### src/hw/rtl/cpdt_pkg.sv
// shared types and codes for the character pair table
// used by every module of the block; depends on nothing
`default_nettype none

package cpdt_pkg;

	localparam int TABLE_SLOTS_DEF = 64;
	localparam int ENTRY_W         = 6;

	// operation codes
	localparam logic [1:0] FN_LOOKUP = 2'd0;
	localparam logic [1:0] FN_ADD    = 2'd1;
	localparam logic [1:0] FN_REMOVE = 2'd2;
	localparam logic [1:0] FN_CLEAR  = 2'd3;

	// result status codes
	localparam logic [2:0] ST_OK        = 3'd0;
	localparam logic [2:0] ST_NOT_FOUND = 3'd1;
	localparam logic [2:0] ST_DEFINED   = 3'd2;
	localparam logic [2:0] ST_FULL      = 3'd3;
	localparam logic [2:0] ST_EMPTY     = 3'd4;
	localparam logic [2:0] ST_ZERO_KEY  = 3'd5;

	typedef struct packed {
		logic [1:0] func;
		logic [7:0] key_a;
		logic [7:0] key_b;
		logic [7:0] mapped_char;
	} in_item_t;

	typedef struct packed {
		logic [7:0]         found_char;
		logic [2:0]         status;
		logic [ENTRY_W-1:0] entry_count;
		logic               modified;
	} out_item_t;

	// controller to datapath
	typedef struct packed {
		logic       load;
		logic       scan_start;
		logic       scan;
		logic       shift_start;
		logic       shift_step;
		logic       shift_wr;
		logic       append;
		logic       drop;
		logic       clear;
		logic       res_set;
		logic       res_hit;
		logic [2:0] res_code;
		logic       publish;
	} cmd_t;

	// datapath to controller
	typedef struct packed {
		logic [1:0] op;
		logic       key_zero;
		logic       map_zero;
		logic       full;
		logic       empty;
		logic       hit;
		logic       scan_done;
		logic       shift_more;
	} sts_t;

endpackage

`default_nettype wire

### src/hw/rtl/cpdt_dp.sv
// datapath of the character pair table: entry memory, scan pointer,
// entry count, result and output registers; uses cpdt_pkg
`default_nettype none

module cpdt_dp #(
	parameter int TABLE_SLOTS = cpdt_pkg::TABLE_SLOTS_DEF
) (
	input  wire logic               clk,
	input  wire logic               arst_n,
	input  wire cpdt_pkg::in_item_t req,
	input  wire cpdt_pkg::cmd_t     cmd,
	output cpdt_pkg::sts_t          sts,
	output cpdt_pkg::out_item_t     rsp
);
	import cpdt_pkg::*;

	localparam int CW = $clog2(TABLE_SLOTS);

	typedef struct packed {
		logic [7:0] lo;
		logic [7:0] hi;
		logic [7:0] mapped;
	} entry_t;

	entry_t mem [TABLE_SLOTS];

	logic [1:0]   op_q;
	logic [7:0]   lo_q;
	logic [7:0]   hi_q;
	logic [7:0]   map_q;
	logic [CW-1:0] count_q;
	logic [CW-1:0] count_d;
	logic          flag_q;
	logic          flag_d;
	logic [CW-1:0] ptr_q;
	logic [CW-1:0] idx_s1;
	logic          vld_s1;
	entry_t        rdata_q;

	logic          we;
	logic [CW-1:0] wr_addr;
	entry_t        wr_data;

	logic [7:0]         res_found_q;
	logic [2:0]         res_code_q;
	logic [ENTRY_W-1:0] res_count_q;
	logic               res_mod_q;
	out_item_t          rsp_q;

	// operand capture, pair held as (smaller, larger)
	always_ff @(posedge clk) begin
		if (cmd.load) begin
			op_q  <= req.func;
			lo_q  <= (req.key_a < req.key_b) ? req.key_a : req.key_b;
			hi_q  <= (req.key_a < req.key_b) ? req.key_b : req.key_a;
			map_q <= req.mapped_char;
		end
	end

	always_comb begin
		count_d = count_q;
		flag_d  = flag_q;
		if (cmd.clear) begin
			count_d = '0;
			flag_d  = 1'b1;
		end else if (cmd.append) begin
			count_d = count_q + CW'(1);
			flag_d  = 1'b1;
		end else if (cmd.drop) begin
			count_d = count_q - CW'(1);
			flag_d  = 1'b1;
		end
	end

	always_ff @(posedge clk or negedge arst_n) begin
		if (!arst_n) begin
			count_q <= '0;
			flag_q  <= 1'b0;
			vld_s1  <= 1'b0;
		end else begin
			count_q <= count_d;
			flag_q  <= flag_d;
			vld_s1  <= cmd.scan && (ptr_q < count_q);
		end
	end

	// scan and shift pointer; the memory is read at it every cycle
	always_ff @(posedge clk) begin
		if (cmd.scan_start) begin
			ptr_q <= '0;
		end else if (cmd.shift_start) begin
			ptr_q <= idx_s1 + CW'(1);
		end else if (cmd.shift_step || (cmd.scan && (ptr_q < count_q))) begin
			ptr_q <= ptr_q + CW'(1);
		end
	end

	// during a shift the pointer is two ahead of the slot being filled
	always_comb begin
		we      = cmd.shift_wr || cmd.append;
		wr_addr = cmd.shift_wr ? (ptr_q - CW'(2)) : count_q;
		wr_data = cmd.shift_wr ? rdata_q : entry_t'{lo: lo_q, hi: hi_q, mapped: map_q};
	end

	always_ff @(posedge clk) begin
		if (we) begin
			mem[wr_addr] <= wr_data;
		end
		rdata_q <= mem[ptr_q];
		idx_s1  <= ptr_q;
	end

	always_comb begin
		sts.op         = op_q;
		sts.key_zero   = (lo_q == 8'd0);
		sts.map_zero   = (map_q == 8'd0);
		sts.full       = (count_q == CW'(TABLE_SLOTS - 1));
		sts.empty      = (count_q == '0);
		sts.hit        = vld_s1 && (rdata_q.lo == lo_q) && (rdata_q.hi == hi_q);
		sts.scan_done  = !vld_s1 && (ptr_q == count_q);
		sts.shift_more = (ptr_q < count_q);
	end

	always_ff @(posedge clk) begin
		if (cmd.res_set) begin
			res_found_q <= cmd.res_hit ? rdata_q.mapped : 8'd0;
			res_code_q  <= cmd.res_code;
			res_count_q <= ENTRY_W'(count_d);
			res_mod_q   <= flag_d;
		end
		if (cmd.publish) begin
			rsp_q.found_char  <= res_found_q;
			rsp_q.status      <= res_code_q;
			rsp_q.entry_count <= res_count_q;
			rsp_q.modified    <= res_mod_q;
		end
	end

	assign rsp = rsp_q;

endmodule

`default_nettype wire

### src/hw/rtl/cpdt_ctrl.sv
// controller of the character pair table: sequences scan, shift and
// result hand-off; uses cpdt_pkg, drives cpdt_dp through cmd_t
`default_nettype none

module cpdt_ctrl (
	input  wire logic           clk,
	input  wire logic           arst_n,
	input  wire logic           req_valid,
	output logic                req_stall,
	output logic                rsp_valid,
	input  wire logic           rsp_stall,
	input  wire cpdt_pkg::sts_t sts,
	output cpdt_pkg::cmd_t      cmd
);
	import cpdt_pkg::*;

	localparam logic [2:0] S_IDLE   = 3'd0;
	localparam logic [2:0] S_DECIDE = 3'd1;
	localparam logic [2:0] S_SCAN   = 3'd2;
	localparam logic [2:0] S_SH_RD  = 3'd3;
	localparam logic [2:0] S_SH_WR  = 3'd4;
	localparam logic [2:0] S_DONE   = 3'd5;

	logic [2:0] state_q;
	logic [2:0] state_d;
	logic       rsp_vld_q;
	logic       slot_free;

	assign slot_free = !rsp_vld_q || !rsp_stall;

	always_comb begin
		state_d = state_q;
		cmd     = '0;
		unique case (state_q)
			S_IDLE: begin
				if (req_valid) begin
					cmd.load = 1'b1;
					state_d  = S_DECIDE;
				end
			end
			S_DECIDE: begin
				unique case (sts.op)
					FN_LOOKUP: begin
						if (sts.key_zero) begin
							cmd.res_set  = 1'b1;
							cmd.res_code = ST_ZERO_KEY;
							state_d      = S_DONE;
						end else begin
							cmd.scan_start = 1'b1;
							state_d        = S_SCAN;
						end
					end
					FN_ADD: begin
						if (sts.full) begin
							cmd.res_set  = 1'b1;
							cmd.res_code = ST_FULL;
							state_d      = S_DONE;
						end else if (sts.key_zero || sts.map_zero) begin
							cmd.res_set  = 1'b1;
							cmd.res_code = ST_ZERO_KEY;
							state_d      = S_DONE;
						end else begin
							cmd.scan_start = 1'b1;
							state_d        = S_SCAN;
						end
					end
					FN_REMOVE: begin
						if (sts.empty) begin
							cmd.res_set  = 1'b1;
							cmd.res_code = ST_EMPTY;
							state_d      = S_DONE;
						end else if (sts.key_zero) begin
							cmd.res_set  = 1'b1;
							cmd.res_code = ST_ZERO_KEY;
							state_d      = S_DONE;
						end else begin
							cmd.scan_start = 1'b1;
							state_d        = S_SCAN;
						end
					end
					default: begin
						cmd.clear    = 1'b1;
						cmd.res_set  = 1'b1;
						cmd.res_code = ST_OK;
						state_d      = S_DONE;
					end
				endcase
			end
			S_SCAN: begin
				if (sts.hit) begin
					if (sts.op == FN_REMOVE) begin
						cmd.shift_start = 1'b1;
						state_d         = S_SH_RD;
					end else begin
						cmd.res_set  = 1'b1;
						cmd.res_hit  = (sts.op == FN_LOOKUP);
						cmd.res_code = (sts.op == FN_LOOKUP) ? ST_OK : ST_DEFINED;
						state_d      = S_DONE;
					end
				end else if (sts.scan_done) begin
					// no match anywhere: add appends, the others miss
					cmd.append   = (sts.op == FN_ADD);
					cmd.res_set  = 1'b1;
					cmd.res_code = (sts.op == FN_ADD) ? ST_OK : ST_NOT_FOUND;
					state_d      = S_DONE;
				end else begin
					cmd.scan = 1'b1;
				end
			end
			S_SH_RD: begin
				if (sts.shift_more) begin
					cmd.shift_step = 1'b1;
					state_d        = S_SH_WR;
				end else begin
					cmd.drop     = 1'b1;
					cmd.res_set  = 1'b1;
					cmd.res_code = ST_OK;
					state_d      = S_DONE;
				end
			end
			S_SH_WR: begin
				cmd.shift_wr = 1'b1;
				state_d      = S_SH_RD;
			end
			S_DONE: begin
				if (slot_free) begin
					cmd.publish = 1'b1;
					state_d     = S_IDLE;
				end
			end
			default: begin
				state_d = S_IDLE;
			end
		endcase
	end

	always_ff @(posedge clk or negedge arst_n) begin
		if (!arst_n) begin
			state_q   <= S_IDLE;
			rsp_vld_q <= 1'b0;
		end else begin
			state_q <= state_d;
			if (cmd.publish) begin
				rsp_vld_q <= 1'b1;
			end else if (!rsp_stall) begin
				rsp_vld_q <= 1'b0;
			end
		end
	end

	assign req_stall = (state_q != S_IDLE);
	assign rsp_valid = rsp_vld_q;

endmodule

`default_nettype wire

### src/hw/rtl/character_pair_digraph_table.sv
// Character pair table: maps an unordered pair of nonzero characters to a
// result character, with lookup, add, remove and clear operations.
// Channels: req (in_item_t: func, key_a, key_b, mapped_char) and rsp
// (out_item_t: found_char, status, entry_count, modified), both valid/stall;
// an item moves on an edge where valid is high and stall is low.
// One rsp item is produced for every req item, in order.
// Handling after acceptance, with n entries held:
//   refused before the search (zero key, full, empty) and clear: no search
//   lookup or add: the search stops on a hit at entry i, else ends after all n entries
//   remove of entry i: search up to entry i, then every later entry is moved down
// The search reads one entry per cycle through the single read port of the
// entry memory; a remove moves entries with one read and one write each.
// Items are handled one at a time: req_stall is high from acceptance until
// the result has gone into the output register, so the next item is taken on
// the edge after rsp_valid rises at the earliest. A result waiting under
// rsp_stall does not block acceptance of the next item, but that item's
// result is held back until the output register is free.
// Reset empties the table and clears the modified flag; entry contents are
// not cleared, no clearing pass is needed.
// Depends on cpdt_pkg, cpdt_ctrl and cpdt_dp.
`default_nettype none

module character_pair_digraph_table #(
	parameter int TABLE_SLOTS = cpdt_pkg::TABLE_SLOTS_DEF
) (
	input  wire logic                clk,
	input  wire logic                arst_n,
	input  wire logic                req_valid,
	output logic                     req_stall,
	input  wire cpdt_pkg::in_item_t  req,
	output logic                     rsp_valid,
	input  wire logic                rsp_stall,
	output cpdt_pkg::out_item_t      rsp
);
	import cpdt_pkg::*;

	cmd_t cmd;
	sts_t sts;

	cpdt_ctrl u_ctrl (
		.clk       (clk),
		.arst_n    (arst_n),
		.req_valid (req_valid),
		.req_stall (req_stall),
		.rsp_valid (rsp_valid),
		.rsp_stall (rsp_stall),
		.sts       (sts),
		.cmd       (cmd)
	);

	cpdt_dp #(
		.TABLE_SLOTS (TABLE_SLOTS)
	) u_dp (
		.clk    (clk),
		.arst_n (arst_n),
		.req    (req),
		.cmd    (cmd),
		.sts    (sts),
		.rsp    (rsp)
	);

endmodule

`default_nettype wire

### config.mk
export PLATFORM = sky130hd
export DESIGN_NAME = character_pair_digraph_table
export DESIGN_NICKNAME = d
export VERILOG_FILES = /design/src/hw/rtl/cpdt_pkg.sv /design/src/hw/rtl/cpdt_dp.sv /design/src/hw/rtl/cpdt_ctrl.sv /design/src/hw/rtl/character_pair_digraph_table.sv
export SDC_FILE = /design/constraint.sdc
export NUM_CORES = 2
export LEC_CHECK = 0
export ABC_AREA = 1
export BUFFER_PORTS_ARGS = -buffer_cell sky130_fd_sc_hd__buf_2
export CORE_MARGIN = 5
export CORE_UTILIZATION = 55
export DETAILED_ROUTE_END_ITERATION = 10
export PLACE_DENSITY = 0.71
export SYNTH_ARGS = -nofsm -noshare
export SYNTH_HDL_FRONTEND = slang
export SYNTH_SLANG_ARGS = --single-unit
### constraint.sdc
create_clock -name clk -period 10.81 [get_ports clk]
set_input_delay 0.5405 -clock clk [delete_from_list [all_inputs] [get_ports clk]]
set_output_delay 0.5405 -clock clk [all_outputs]
set_load 0.01 [all_outputs]
Word-level counts from Yosys, hierarchy flattened --
Memories as Yosys holds them, arrays and structs flattened. A register that Yosys moved wholly into a read port is not among the register bits. Index checks and enable logic that the tools add are counted.
Storage, ports and cells: logic and storage cells 136, ROM bits 0, memories kept 1, output and inout bits 20, flip-flop bits (word level) 86, bits in latches 0, memory bits (writable) 1536
Cells by class: div/mod/pow operators 0, shift-type cells 0, muxes and demuxes 74, equality and inequality tests 15, magnitude comparators 2, multipliers 0, bitwise gates (word level) 0, add/sub/neg operators 5, reductions and logical operators 20
Memories:
- u_dp.mem | words 64, width 24, read ports 1, clocked after Yosys merged registers in 1, write ports 1, RTL line cpdt_dp.sv:25 | entry_t mem [TABLE_SLOTS];
Operator list (count):
- 3-bit 2-to-1 mux | 15
- 1-bit 2-to-1 mux | 40
- 6-bit 2-to-1 mux | 6
- 24-bit 2-to-1 mux | 1
- 6-bit by 1-bit adder with 6-bit output, second input constant | 3
- 3-bit one-hot mux with 3 select lines | 2
- 3-bit one-hot mux with 6 select lines | 1
- 8-bit equality test | 2
- 8-bit zero test | 2
- 8-bit 2-to-1 mux | 2
- 1-bit one-hot mux with 3 select lines | 3
- 8-bit < comparator | 1
- 3-bit by 2-bit equality test with 1-bit output, second input constant | 2
- 3-bit equality test, second input constant | 2
- 6-bit equality test | 1
- 6-bit equality test, second input constant | 1
- 6-bit zero test | 1
- 6-bit < comparator | 1
- 3-bit one-hot mux with 2 select lines | 1
- 6-bit by 1-bit subtractor with 6-bit output, second input constant | 1
- 6-bit by 2-bit subtractor with 6-bit output, second input constant | 1
- 5-bit 2-to-1 mux | 1
- 1-bit logical AND | 4
- 1-bit logical OR | 4
- 14 further kinds | 18

Longest topological paths before layout --
depth after elaboration 9, gate-level depth with buffers 18, depth with buffers taken out 17

Cells and area by module --
Synthesis repeated with hierarchy kept, for this count alone.
Unflattened totals: cell total of the unflattened synthesis 5906, area, all modules 67383.4 µm²
Modules (own cells, without submodules):
- cpdt_dp | sequential area each 48906.9 µm², times used 1, cells an instance 5828, area each 66916.7 µm²
- cpdt_ctrl | sequential area each 100.1 µm², times used 1, cells an instance 78, area each 466.7 µm²

Least setup slack after synthesis --
OpenSTA, ideal clock, no wires.
path kind register to register, start point register u_ctrl.state_q[1], end point memory u_dp.mem[0][0] in the netlist's numbering, data pin, cell stages (with the launch flop) 7, library setup time 0.702 ns, data arrival time 3.515 ns, path slack 6.593 ns, path through dfrtp_1 -> nor2_2 -> inv_2 -> nor2_4 -> inv_2 -> clkbuf_1 -> o21ai_0
RTL lines:
- start, declared | RTL line cpdt_ctrl.sv:24 | logic [2:0] state_q;
- start signal, assigned | RTL line cpdt_ctrl.sv:142 | state_q <= state_d;
- end, declared | RTL line cpdt_dp.sv:25

==> metrics.yaml <==
yosys:
  ys_seq_area_share_pct: 74.70
  yosys-top-cells-area: "edfxtp_1 (73%), o21ai_0 (6.6%), nor2_1 (5.7%)"
  synth_edf_count: 1598
  async_reset_ff_share_pct: 0.7290
  synth.distinct_cells: 52
  synth_flop_cell: "edfxtp_1"
  yosys_warnings: 0
  syn_inst: 5055
  syn_area_um2: 65600
  ys_ff_latch: 1646
  synth_top_cell_by_area: "edfxtp_1"
  syn_avg_cell_area_um2: 12.98
  synth_top_area_share_pct: 73.14
  syn_nets: 5102
floorplan:
  top_level_ports: 50
  die-area_um2: 126300
  core_area_um2: 118200
  die_y_um: 355.4
  start_util_pct: 55.48
  die_w_um: 355.4
  row_count: 126
status:
  status: "completed"
setup_path:
  startpoint_type: "flop"
  crit_chain: "buf_12 -> buf_4 -> buf_4 -> o21ai_0 -> o22ai_1 -> o21ai_0 -> o211ai_1 -> nand3_1 -> nand2_1"
  slowest_delay_ps: 920
  cp_slowest_cell: "buf_4"
  crit_type: "reg -> reg"
  critPathMaxFanout: 185
  worstPathBufferInverterCount: 3
  end_kind: "flop"
  worstPathRequired_ps: 11520
  arrival_ps: 5440
  crit_family: "buffers and inverters"
placed_design:
  placed_cells: 6428
  routabilityCongestion: 0.8689
  portBuffers: 49
  dpl_cell_area_um2: 67610
  hpwl_mm: 98.05
sta:
  slew_viol_final: 0
  clock_skew_ps: 30.58
  fin_tns_setup_ps: 0
  min_period_ps: 4730
  hold_slack_ps: 82.04
  timing.fmax_mhz: 211.4
  tightestPinTransition_ps: 1163
  slew_headroom_pct: 22.12
  finalHoldViolations: 0
  setup_viol: 0
  fin_crit_sh_pct: 43.75
  rsz0062_at_grt: "no"
clocking:
  clkLatencyLatePin_ps: 790
  cts.sinks: 1646
  cts_tree: "done"
  htree_levels: 4
  clkTransAtPathRegs_ps: 60
  cts_buffer_depth: 3
  post-cts-setup-buffer-count: 0
  cts_resized: 0
  holdBufCountCts: 12
  cts_made_buffers: 160
  root_buffer: "clkbuf_16"
global_route:
  grt_pass1_vias: 40570
  grt-ovfl-total: 0
  grtUsageTotal_pct: 28.62
  grt_max_degree: 186
  grt_pass1_wl_mm: 267.2
  antenna_found_initial: 8
power_and_ir_drop:
  p_per_area_nw_per_um2: 280.7
  p_leak_nw: 23.75
  ir_worst_vdd_mv: 0.2092
cells_and_area:
  final_core_util_pct: 61.66
  area_growth_pct: 11.14
  finalNonFillerCells: 6741
  nNetsFinal: 5113
  stdcell_area_um2: 72910
  drive_above_1_share_pct: 10.72
drt:
  drt_wl_total_mm: 183.6
  vias: 43220
  first_pass_iters: 7
  via_per_inst: 6.411
  post-route-drc-count: 0
  wl_per_cell_um: 27.23
  drt_iter0_markers: 6756
  postRouteAntennaNets: 0
worst_hold_path:
  hold_path_class: "in -> reg"
job:
  drv_cap: 0
==> layer usage <==
| metal | up-vias | wire length (µm) | track usage [%] | part of all wire [%] |
|---|---|---|---|---|
| li1 | 18800 | - | - | - |
| met1 | 21060 | 68410 | 39.76 | 37 |
| met2 | 2885 | 82790 | 43.66 | 45 |
| met3 | 457 | 23020 | 6.329 | 13 |
| met4 | 8 | 9274 | 13.34 | 5.1 |
| met5 | - | 57 | 0 | 0.031 |
==> cell type report <==
class | instances | area (µm²)
Timing Repair Buffer | 189 | 1426
Sequential cell | 1646 | 49020
Tap cell | 1536 | 1922
Inverter | 129 | 509.2
Clock inverter | 90 | 763.2
Clock buffer | 209 | 4414
Antenna cell | 2 | 5.005
Multi-Input combinational cell | 2940 | 14850
Fill cell | 8675 | 45330
==> path summary, 6_finish.rpt <==
kind / startpoint / endpoint / slack (ps) / depth (start not counted)
worst min-delay path: req[8] / u_dp.lo_q[0] / 80 / 3
worst max-delay path: u_dp.ptr_q[0] / u_dp.rdata_q[19] / 6080 / 9
min in group asynchronous: arst_n / u_dp.count_q[2] / 190 / 2
max in group asynchronous: arst_n / u_ctrl.state_q[2] / 10390 / 2
worst min register to register: u_dp.res_found_q[0] / u_dp.rsp[10] / 410 / 0
worst max register to register: u_dp.ptr_q[0] / u_dp.rdata_q[19] / 6080 / 9
==> cell usage in the layout (no fill, tap or decap), types with 4 or more instances in the layout <==
cell type,Yosys,routed
dfxtp_1,36,31
inv_2,20,19
nor2_2,6,71
o21ai_0,870,846
clkbuf_16,0,165
dfrtp_1,12,12
clkinv_8,0,7
o211ai_1,26,26
clkbuf_8,0,12
edfxtp_1,1598,1598
nor2_4,2,4
o21ai_2,5,5
buf_4,26,120
inv_1,107,106
bufinv_16,0,10
a31oi_1,7,7
buf_12,1,8
inv_6,0,4
o21ai_4,1,25
o221ai_1,120,120
ha_1,17,17
nor3_1,7,7
dlygate4sd3_1,0,12
o22ai_1,288,288
buf_2,96,49
nand2_1,308,308
clkinv_1,1,35
nand3_1,121,121
o21ai_1,51,51
o32ai_1,4,4
clkinv_2,1,32
nor2_1,996,929
a21oi_1,39,39
nand4_1,25,25
clkbuf_1,182,32
o2111ai_1,12,12
==> where the power goes <==
group / internal, mW / switching (mW)
Sequential: 7.87 / 0.267
Combinational: 1.59 / 5.25
Clock: 3.12 / 2.36
Total: 12.6 / 7.88
==> Yosys cell counts (3+ instances only) <==
master     count
o221ai_1     120
clkbuf_1     182
a21oi_1       39
a31oi_1        7
nand4_1       25
nand3_1      121
nor3_1         7
buf_2         96
nand2_1      308
xor2_1         3
o2111ai_1     12
o211ai_1      26
inv_2         20
dfrtp_1       12
buf_4         26
buf_1          8
o21ai_1       51
inv_1        107
nor2_2         6
xnor2_1        3
o22ai_1      288
o21ai_0      870
o32ai_1        4
buf_6         27
nand3_2        3
o21ai_2        5
nor4_1         3
edfxtp_1    1598
nor2_1       996
ha_1          17
dfxtp_1       36
==> through the flow <==
stage | total power [mW] | setup WS (ps)
finish | 20.46 | 6080
global route | 21.25 | 5777
CTS | 20.32 | 6218
detailed placement | 14.88 | 6224
global placement | 14.76 | 6294
floorplan | 12.37 | 6593
==> state kept, by name, indices dropped and copies added (netlist names), 8 cells and up <==
name / cells
u_dp.map_q: 8
u_dp.hi_q: 8
u_dp.mem: 1536
u_dp.lo_q: 8
u_dp.res_found_q: 8
u_dp.rdata_q: 24
u_dp.rsp: 18
==> cells by family after synthesis <==
family,after synthesis,share of synthesized area [%]
compound gates,1434,12.50
xor+xnor,6,0.08012
fa+ha+maj,17,0.3242
buf+inv,469,3.351
flops,1646,74.70
mux,2,0.03242
simple gates,1481,9.013
==> worst register-to-register path, stage by stage, from the launching register on <==
cell	delay, ps
dfxtp_4	830
buf_12	630
buf_4	1000
buf_4	950
o21ai_0	240
o22ai_1	230
o21ai_0	100
o211ai_1	280
nand3_1	270
nand2_1	140
Power figures use the tool's default switching activity.
